`config.mk`:
```
export PLATFORM = sky130hd
export DESIGN_NAME = godunov_gradient_norm_top
export DESIGN_NICKNAME = d
export VERILOG_FILES = /design/src/hw/rtl/gnorm_pkg.sv /design/src/hw/rtl/gnorm_upwind.sv /design/src/hw/rtl/gnorm_sqrt.sv /design/src/hw/rtl/godunov_gradient_norm_top.sv
export SDC_FILE = /design/constraint.sdc
export NUM_CORES = 2
export LEC_CHECK = 0
export ABC_AREA = 1
export BUFFER_PORTS_ARGS = -buffer_cell sky130_fd_sc_hd__buf_2
export CAP_MARGIN = 10
export CORE_ASPECT_RATIO = 0.6
export CORE_MARGIN = 2
export CORE_UTILIZATION = 35
export CTS_CLUSTER_SIZE = 8
export DETAILED_ROUTE_END_ITERATION = 10
export SYNTH_ARGS = -nofsm -noshare
export SYNTH_HDL_FRONTEND = slang
export SYNTH_SLANG_ARGS = --single-unit
export TNS_END_PERCENT = 30
```
`constraint.sdc`:
```
create_clock -name i_clk -period 19.8 [get_ports i_clk]
set_input_delay 0.99 -clock i_clk [delete_from_list [all_inputs] [get_ports i_clk]]
set_output_delay 0.99 -clock i_clk [all_outputs]
set_load 0.005 [all_outputs]
```
`src/hw/rtl/gnorm_pkg.sv`:
```
`timescale 1ns / 1ps
// ---------------------------------------------------------------------------
// gnorm_pkg
// shared types and constants of the upwind gradient norm pipeline
// ---------------------------------------------------------------------------
package gnorm_pkg;

    localparam int OUT_WIDTH = 16;

    typedef logic [OUT_WIDTH-1:0] t_norm;

    localparam t_norm OUT_MAX = '1;

endpackage

```
`src/hw/rtl/gnorm_upwind.sv`:
```
`timescale 1ns / 1ps
// ---------------------------------------------------------------------------
// gnorm_upwind
// three-stage front end: upwind selection per axis, squaring, sum of squares
// ---------------------------------------------------------------------------
module gnorm_upwind #(
    parameter int W = 16
) (
    input  logic              i_clk,
    input  logic              i_rst_n,
    input  logic              i_adv,
    input  logic              i_valid,
    input  logic [W-1:0]      i_back_dx,
    input  logic [W-1:0]      i_fwd_dx,
    input  logic [W-1:0]      i_back_dy,
    input  logic [W-1:0]      i_fwd_dy,
    input  logic              i_level_negative,
    output logic              o_valid,
    output logic [2*W-1:0]    o_sum
);
    import gnorm_pkg::*;

    localparam int XW = 2 * W;
    localparam logic [XW-1:0] MAX_SQ = XW'(1) << (2 * W - 2);

    function automatic logic [W-1:0] f_pos(input logic [W-1:0] v);
        return v[W-1] ? '0 : v;
    endfunction

    function automatic logic [W-1:0] f_neg(input logic [W-1:0] v);
        return v[W-1] ? W'(~v + W'(1)) : '0;
    endfunction

    function automatic logic [W-1:0] f_max(input logic [W-1:0] a, input logic [W-1:0] b);
        return (a > b) ? a : b;
    endfunction

    logic [W-1:0]  n_mag_x, n_mag_y;
    logic [W-1:0]  r_mag_x, r_mag_y;
    logic [XW-1:0] r_sq_x, r_sq_y;
    logic [XW-1:0] r_sum;
    logic          r_v1, r_v2, r_v3;

    // larger magnitude gives the larger square
    always_comb begin
        if (!i_level_negative) begin
            n_mag_x = f_max(f_pos(i_back_dx), f_neg(i_fwd_dx));
            n_mag_y = f_max(f_pos(i_back_dy), f_neg(i_fwd_dy));
        end else begin
            n_mag_x = f_max(f_neg(i_back_dx), f_pos(i_fwd_dx));
            n_mag_y = f_max(f_neg(i_back_dy), f_pos(i_fwd_dy));
        end
    end

    always_ff @(posedge i_clk) begin
        if (!i_rst_n) begin
            r_v1 <= 1'b0;
            r_v2 <= 1'b0;
            r_v3 <= 1'b0;
        end else if (i_adv) begin
            r_v1 <= i_valid;
            r_v2 <= r_v1;
            r_v3 <= r_v2;
        end
    end

    always_ff @(posedge i_clk) begin
        if (i_adv) begin
            r_mag_x <= n_mag_x;
            r_mag_y <= n_mag_y;
            r_sq_x  <= XW'(r_mag_x) * XW'(r_mag_x);
            r_sq_y  <= XW'(r_mag_y) * XW'(r_mag_y);
            r_sum   <= r_sq_x + r_sq_y;
        end
    end

    assign o_valid = r_v3;
    assign o_sum   = r_sum;

    a_square_range: assert property (@(posedge i_clk) disable iff (!i_rst_n)
        r_v2 |-> (r_sq_x <= MAX_SQ) && (r_sq_y <= MAX_SQ))
        else $error("axis square out of range");

    a_sum_range: assert property (@(posedge i_clk) disable iff (!i_rst_n)
        r_v3 |-> r_sum <= (MAX_SQ << 1))
        else $error("sum of squares out of range");

endmodule

```
`src/hw/rtl/gnorm_sqrt.sv`:
```
`timescale 1ns / 1ps
// ---------------------------------------------------------------------------
// gnorm_sqrt
// pipelined restoring integer square root, one result bit per stage,
// truncated and saturated to the output width
// ---------------------------------------------------------------------------
module gnorm_sqrt #(
    parameter int W = 16
) (
    input  logic              i_clk,
    input  logic              i_rst_n,
    input  logic              i_adv,
    input  logic              i_valid,
    input  logic [2*W-1:0]    i_sum,
    output logic              o_valid,
    output gnorm_pkg::t_norm  o_root
);
    import gnorm_pkg::*;

    localparam int XW = 2 * W;

    logic [XW-1:0] r_x   [W];
    logic [XW-1:0] r_res [W];
    logic          r_v   [W];

    for (genvar j = 0; j < W; j++) begin : g_stage
        localparam logic [XW-1:0] BIT = XW'(1) << (2 * (W - 1 - j));
        logic [XW-1:0] x_in, res_in, trial, n_x, n_res;
        logic          v_in;

        if (j == 0) begin : g_first
            assign x_in   = i_sum;
            assign res_in = '0;
            assign v_in   = i_valid;
        end else begin : g_next
            assign x_in   = r_x[j-1];
            assign res_in = r_res[j-1];
            assign v_in   = r_v[j-1];
        end

        assign trial = res_in + BIT;

        always_comb begin
            if (x_in >= trial) begin
                n_x   = x_in - trial;
                n_res = (res_in >> 1) + BIT;
            end else begin
                n_x   = x_in;
                n_res = res_in >> 1;
            end
        end

        always_ff @(posedge i_clk) begin
            if (!i_rst_n) begin
                r_v[j] <= 1'b0;
            end else if (i_adv) begin
                r_v[j] <= v_in;
            end
        end

        always_ff @(posedge i_clk) begin
            if (i_adv) begin
                r_x[j]   <= n_x;
                r_res[j] <= n_res;
            end
        end
    end

    logic [W-1:0] w_root;
    assign w_root = r_res[W-1][W-1:0];

    if (W > OUT_WIDTH) begin : g_sat
        assign o_root = (|w_root[W-1:OUT_WIDTH]) ? OUT_MAX : w_root[OUT_WIDTH-1:0];
    end else begin : g_ext
        assign o_root = t_norm'(w_root);
    end

    assign o_valid = r_v[W-1];

    // remainder of a truncated root never exceeds twice the root
    a_root_exact: assert property (@(posedge i_clk) disable iff (!i_rst_n)
        r_v[W-1] |-> r_x[W-1] <= (r_res[W-1] << 1))
        else $error("square root remainder too large");

endmodule

```
`src/hw/rtl/godunov_gradient_norm_top.sv`:
```
`timescale 1ns / 1ps
// ---------------------------------------------------------------------------
// godunov_gradient_norm_top
// upwind gradient magnitude of one 2-d level-set grid point per request
//
//   channel   direction  handshake             payload
//   input     in         i_valid / o_stall     back_dx fwd_dx back_dy fwd_dy level_negative
//   output    out        o_valid / i_stall     gradient_norm
//
// one request per cycle while the output is not stalled; the pipeline is
// three front-end stages, one root stage per result bit and the output register
// all stages move together; a held output stalls the whole pipeline
// reset clears the valid bits only, no clearing pass
// ---------------------------------------------------------------------------
module godunov_gradient_norm_top #(
    parameter int DERIV_WIDTH = 16
) (
    input  logic                   i_clk,
    input  logic                   i_rst_n,
    input  logic                   i_valid,
    output logic                   o_stall,
    input  logic [DERIV_WIDTH-1:0] i_back_dx,
    input  logic [DERIV_WIDTH-1:0] i_fwd_dx,
    input  logic [DERIV_WIDTH-1:0] i_back_dy,
    input  logic [DERIV_WIDTH-1:0] i_fwd_dy,
    input  logic                   i_level_negative,
    output logic                   o_valid,
    input  logic                   i_stall,
    output gnorm_pkg::t_norm       o_gradient_norm
);
    import gnorm_pkg::*;

    logic                     w_adv;
    logic                     w_sum_valid;
    logic [2*DERIV_WIDTH-1:0] w_sum;
    logic                     w_root_valid;
    t_norm                    w_root;
    logic                     r_out_valid;
    t_norm                    r_norm;

    assign w_adv = !(r_out_valid && i_stall);

    gnorm_upwind #(
        .W (DERIV_WIDTH)
    ) u_upwind (
        .i_clk            (i_clk),
        .i_rst_n          (i_rst_n),
        .i_adv            (w_adv),
        .i_valid          (i_valid),
        .i_back_dx        (i_back_dx),
        .i_fwd_dx         (i_fwd_dx),
        .i_back_dy        (i_back_dy),
        .i_fwd_dy         (i_fwd_dy),
        .i_level_negative (i_level_negative),
        .o_valid          (w_sum_valid),
        .o_sum            (w_sum)
    );

    gnorm_sqrt #(
        .W (DERIV_WIDTH)
    ) u_sqrt (
        .i_clk   (i_clk),
        .i_rst_n (i_rst_n),
        .i_adv   (w_adv),
        .i_valid (w_sum_valid),
        .i_sum   (w_sum),
        .o_valid (w_root_valid),
        .o_root  (w_root)
    );

    always_ff @(posedge i_clk) begin
        if (!i_rst_n) begin
            r_out_valid <= 1'b0;
        end else if (w_adv) begin
            r_out_valid <= w_root_valid;
        end
    end

    always_ff @(posedge i_clk) begin
        if (w_adv) begin
            r_norm <= w_root;
        end
    end

    assign o_stall         = !w_adv;
    assign o_valid         = r_out_valid;
    assign o_gradient_norm = r_norm;

    a_empty_no_stall: assert property (@(posedge i_clk) disable iff (!i_rst_n)
        !r_out_valid |-> !o_stall)
        else $error("stall raised with empty output register");

    a_hold_on_stall: assert property (@(posedge i_clk) disable iff (!i_rst_n)
        !w_adv |=> $stable(w_sum_valid) && $stable(w_root_valid))
        else $error("pipeline moved during stall");

endmodule
```
# Word-level counts from Yosys, hierarchy flattened

Memory sizes are Yosys's and may differ from the RTL's. A register that Yosys moved wholly into a read port is not among the register bits.
Index checks and enable logic that the tools add are counted.
W data, S select, Z words.

Bits in registers: 131
Latch bits: 0
Bits in writable memories: 1040
ROM bits: 0
Output and inout bits: 18
Word-level logic and storage cells: 174
Memories: 3

Add/subtract/negate cells: 51
$mul: 2
Div/mod/pow operators: 0
Order comparisons: 20
Eq/ne operators: 0
Shifts and indexed selects: 0
Muxes and demuxes: 66
Bitwise gates (word level): 20
Reductions and logical operators: 4

Memory list:

| memory       | depth | width | rd ports | clocked after Yosys merged registers in | write ports | RTL line         | RTL |
|---|---|---|---|---|---|---|---|
| u_sqrt.r_res | 16    | 32    | 16       | 1                                       | 16          | gnorm_sqrt.sv:23 | `logic [XW-1:0] r_res [W];` |
| u_sqrt.r_x   | 16    | 32    | 15       | 0                                       | 16          | gnorm_sqrt.sv:22 | `logic [XW-1:0] r_x [W];` |
| u_sqrt.r_v   | 16    | 1     | 16       | 1                                       | 16          | gnorm_sqrt.sv:24 | `logic r_v [W];` |

Operator list:

| operator                 | count |
|---|---|
| $mux W32                 | 31 |
| $ge A32 B32 Y1           | 15 |
| $sub A32 B32 Y32         | 15 |
| $mux W16                 | 10 |
| $add A16 B1 Y16 const B  | 4 |
| $gt A16 B16 Y1           | 4 |
| $mul A16 B16 Y32         | 2 |
| $not A16 Y16             | 4 |
| $mux W15                 | 4 |
| $add A31 B1 Y32 const B  | 1 |
| $add A31 B11 Y32 const B | 1 |
| $add A31 B13 Y32 const B | 1 |
| $add A31 B15 Y32 const B | 1 |
| $add A31 B17 Y32 const B | 1 |
| $add A31 B19 Y32 const B | 1 |
| $add A31 B21 Y32 const B | 1 |
| $add A31 B23 Y32 const B | 1 |
| $add A31 B25 Y32 const B | 1 |
| $add A31 B27 Y32 const B | 1 |
| $add A31 B29 Y32 const B | 1 |
| $add A31 B3 Y32 const B  | 1 |
| $add A31 B5 Y32 const B  | 1 |
| $add A31 B7 Y32 const B  | 1 |
| $add A31 B9 Y32 const B  | 1 |
| other kinds (23)         | 59 |

# Depth between registers and ports, before layout

Depth after elaboration: 6
Mapped depth: 26
Mapped depth without buffers: 25

# Modules after synthesis

Synthesis repeated with hierarchy kept, for this count alone.

Cells, all modules: 7098
Area total of the unflattened synthesis: 60265.3 µm²

By module, submodules not included:

| module                    | instances | cells each | area each (µm²) | seq. area each (µm²) |
|---|---|---|---|---|
| gnorm_sqrt                | 1         | 3707       | 34144.0         | 18968.2 |
| gnorm_upwind              | 1         | 3368       | 25590.8         | 3843.7 |
| godunov_gradient_norm_top | 1         | 23         | 530.5           | 500.5 |

# Least setup slack after synthesis

Ideal clock, no wire load.

Kind: input-to-reg
Start point: in i_stall
End point: reg u_upwind.r_v3, in the netlist u_upwind.o_valid
Arrival: 20693 ps
Setup slack: -1065 ps
Stages on the path: 3
Cell sequence: nand2_1 -> nand2_1 -> o22ai_1

Word-level cells in the longest chain between the ends: 1

RTL lines:

| element              | RTL line                        | RTL |
|---|---|---|
| start, declared      | godunov_gradient_norm_top.sv:28 | `input logic i_stall,` |
| $logic_and A1 B1 Y1  | godunov_gradient_norm_top.sv:41 | `assign w_adv = !(r_out_valid && i_stall);` |
| end signal, assigned | gnorm_upwind.sv:63              | `r_v3 <= r_v2;` |
| end, declared        | gnorm_upwind.sv:42              | `logic r_v1, r_v2, r_v3;` |

Every way passes these cells.
A chain may end at the register's enable or synchronous reset.

# Final worst setup path

Start point: reg u_upwind.r_mag_x[9]
End point: reg u_upwind.r_sq_x[22] (data pin)

Word-level cells in the longest chain between the ends: 1

RTL lines:

| element                | RTL line           | RTL |
|---|---|---|
| start, declared        | gnorm_upwind.sv:39 | `logic [W-1:0] r_mag_x, r_mag_y;` |
| start signal, assigned | gnorm_upwind.sv:69 | `r_mag_x <= n_mag_x;` |
| $mul A16 B16 Y32       | gnorm_upwind.sv:71 | `r_sq_x <= XW'(r_mag_x) * XW'(r_mag_x);` |
| end signal, assigned   | gnorm_upwind.sv:71 |  |
| end, declared          | gnorm_upwind.sv:40 | `logic [XW-1:0] r_sq_x, r_sq_y;` |

Every way passes these cells.

==> results.toml <==
[cells_and_area]
fin_cells = 9241
antenna_cells = 0
nNetsFinal = 7767
fill_cells = 17000
drive_gt1_share_pct = 6.62
synthToLayoutAreaGrowth_pct = 9.76
multi_input_area_um2 = 30800
seq_area_um2 = 23300

[yosys]
synth_compound_area_share_pct = 6.78
yosys-mux-area-fraction_pct = 0.0377
syn_area_per_cell_um2 = 8.73
synth_cell_types = 60
yosys.area_share.simple_pct = 21.5
syn_inst = 6837
yosysWarnings = 0
synth_fp_nets = 7670
synthAdderAreaFrac_pct = 20.1
synth-main-ff-cell = "edfxtp_1"
synth.cell_area_um2 = 59700
seq_area_frac_synth_pct = 39.1
synthXorXnorAreaFrac_pct = 3.10
synth-async-reset-ratio_pct = 0
synth_top_family_by_area = "simple AND/OR/NAND/NOR gates"
synth_edf_count = 773
ys_ff_latch = 778

[sta]
drv_slew = 0
rsz0062_at_grt = "no"
worstMarginPinSlew_ns = 1.28
setup_ws_ns = 13.42
fmax_mhz = 157
hold_violations = 0
slew_headroom_pct = 13.8
timing.final.crit_share_pct = 32.2
final.min_clock_period_ns = 6.38
fin_setup_tns_ns = 0
setup-violations-final = 0
clock_skew_ns = 0.0891

[critical_path]
arrival_ns = 6.82
path_cells = "nand2_1 -> fa_1 -> inv_1 -> fa_1 -> inv_1 -> fa_1 -> inv_1 -> fa_1 -> fa_1 -> inv_1 -> fa_1 -> inv_1 -> ha_1 -> nand2_1 -> nor2_1 -> inv_1 -> nor2_1 -> nand4_1 -> nand3b_1 -> xor2_1"
path_buf_inv = 6
slowest_delay_ns = 0.90
start_kind = "register"
required_ns = 20.24
endpoint_kind = "register"
cp_top_family = "adder cells"
critPathMaxFanout = 16
critical_path.slowest_cell = "edfxtp_1"
path_class = "reg -> reg"

[place]
hpwl_um = 142000
dp.cells = 9083
dp_slack_ns = 13.55
gp_congestion = 0.951
io_buffers = 86

[flow_run]
drv_cap = 0

[routing]
drc = 0
wl_um = 174000
first_iter_violations = 5766
viasPerCell = 5.08
num_vias = 47000
wl_per_cell_um = 18.9
drt_pass1_iterations = 7
drtAntennaViolNets = 0

[grt]
grt_pass1_vias = 43400
grt_max_degree = 133
grt_pass1_wl_um = 266000
grt_usage_pct = 20.0
overflow = 0
antenna_found_initial = 8

[floorplanning]
start_util_pct = 35.2
num_rows = 117
core_um2 = 170000
die_w_um = 537
num_io_pins = 87
dieArea_um2 = 174000
dieHeight_um = 324

[clock_tree]
clk_path_buf_depth = 3
cts_made_buffers = 109
cts_hold_buf = 0
post_cts_resized = 0
clock_latency_ns = 0.76
cts_max_level = 3
cts-root-buf = "clkbuf_16"
cts_tree = "done"
cts_sinks = 778
cts_setup_buffers = 0
clkTransAtPathRegs_ns = 0.06

[run_status]
outcome = "completed"

[worst_hold_path]
min_path_type = "reg -> reg"
==> registers in the layout, indices dropped and copies added, names as in the netlist <==
signal	flops
u_upwind.r_sq_y	31
o_valid	1
u_upwind.r_mag_y	16
u_upwind.r_sq_x	31
o_gradient_norm	16
u_upwind.r_v1	1
u_upwind.o_sum	32
u_sqrt.r_v	16
u_upwind.o_valid	1
u_sqrt.r_res	136
u_sqrt.r_x	480
u_upwind.r_mag_x	16
u_upwind.r_v2	1
==> cells by family after synthesis <==
kind of cell    after synthesis
mux                           2
xor+xnor                    211
fa+ha+maj                   764
flops                       778
simple gates               2965
buf+inv                    1429
compound gates              688
==> cell type report <==
cell class | count | area share [%]
Multi-Input combinational cell | 4630 | 47.0
Sequential cell | 778 | 35.6
Inverter | 1310 | 7.52
Clock buffer | 143 | 4.36
Tap cell | 2261 | 4.32
Timing Repair Buffer | 105 | 0.871
Clock inverter | 14 | 0.371
==> metrics by stage <==
| stage | hold WS, ns | utilization, % | cell area [um2] |
|---|---|---|---|
| floorplan | 0.400 | - | 59700 |
| global placement | 0.401 | 36.8 | 62400 |
| global route | 0.424 | 38.6 | 65500 |
| CTS | 0.398 | 38.6 | 65500 |
| detailed placement | 0.405 | 36.8 | 62400 |
| finish | 0.403 | 38.6 | 65500 |
==> synth_stat cells, types with 37 or more instances <==
master	number	share of area, %
a21oi_1	299	2.5
clkbuf_1	72	0.45
edfxtp_1	773	39
fa_1	327	11
ha_1	437	9.2
inv_1	1286	8.1
nand2_1	1577	9.9
nand3_1	427	3.6
nand3b_1	37	0.47
nand4_1	104	1.1
nor2_1	553	3.5
nor3_1	89	0.75
nor4_1	41	0.43
o21ai_0	179	1.5
o21ai_2	57	0.84
xnor2_1	86	1.3
xor2_1	125	1.8
==> layout by cell type (no fill, tap or decap), drive strengths merged, types with 4 or more instances in the layout <==
master and count:
a31oi 7, nor3 91, nand4 106, and2 4, or2 38, clkbuf 143
nand2 1614, dfxtp 5, o21bai 26, xor2 125, nor4 41, nor2 585
a21o 28, buf 105, a21oi 328, o21a 6, nand3b 37, clkinv 13
edfxtp 773, a21boi 10, inv 1310, fa 327, ha 437, xnor2 86
nand3 437, and3 6, o21ai 262, o211ai 10
==> worst paths after layout <==
| check | end | from | slack [ns] | cells after the start |
|---|---|---|---|---|
| worst min-delay path | u_sqrt.r_x[0][205] | u_sqrt.r_x[0][173] | 0.40 | 0 |
| worst min register to register | u_sqrt.r_x[0][205] | u_sqrt.r_x[0][173] | 0.40 | 0 |
| worst max register to register | u_upwind.r_sq_x[22] | u_upwind.r_mag_x[9] | 13.42 | 20 |
| worst max-delay path | u_upwind.r_sq_x[22] | u_upwind.r_mag_x[9] | 13.42 | 20 |
==> worst reg2reg max path, cell delays in order, from the launching register on <==
cell      delay (ns)
edfxtp_1        0.90
nand2_1         0.23
fa_1            0.59
inv_1           0.05
fa_1            0.49
inv_1           0.05
fa_1            0.48
inv_1           0.06
fa_1            0.51
fa_1            0.55
inv_1           0.06
fa_1            0.58
inv_1           0.06
ha_1            0.36
nand2_1         0.09
nor2_1          0.10
inv_1           0.08
nor2_1          0.36
nand4_1         0.26
nand3b_1        0.19
xor2_1          0.07
==> per-layer routing <==
layer	GRT usage [%]	wire length (um)	vias to the layer above
met5	0	29	-
met4	2.69	1790	6
met3	6.48	22900	141
met2	21.5	54500	2113
met1	35.7	95200	22400
li1	-	-	22300
Power is not shown: default switching activity piles up to over one toggle a cycle in this logic, so the estimate is an artifact.
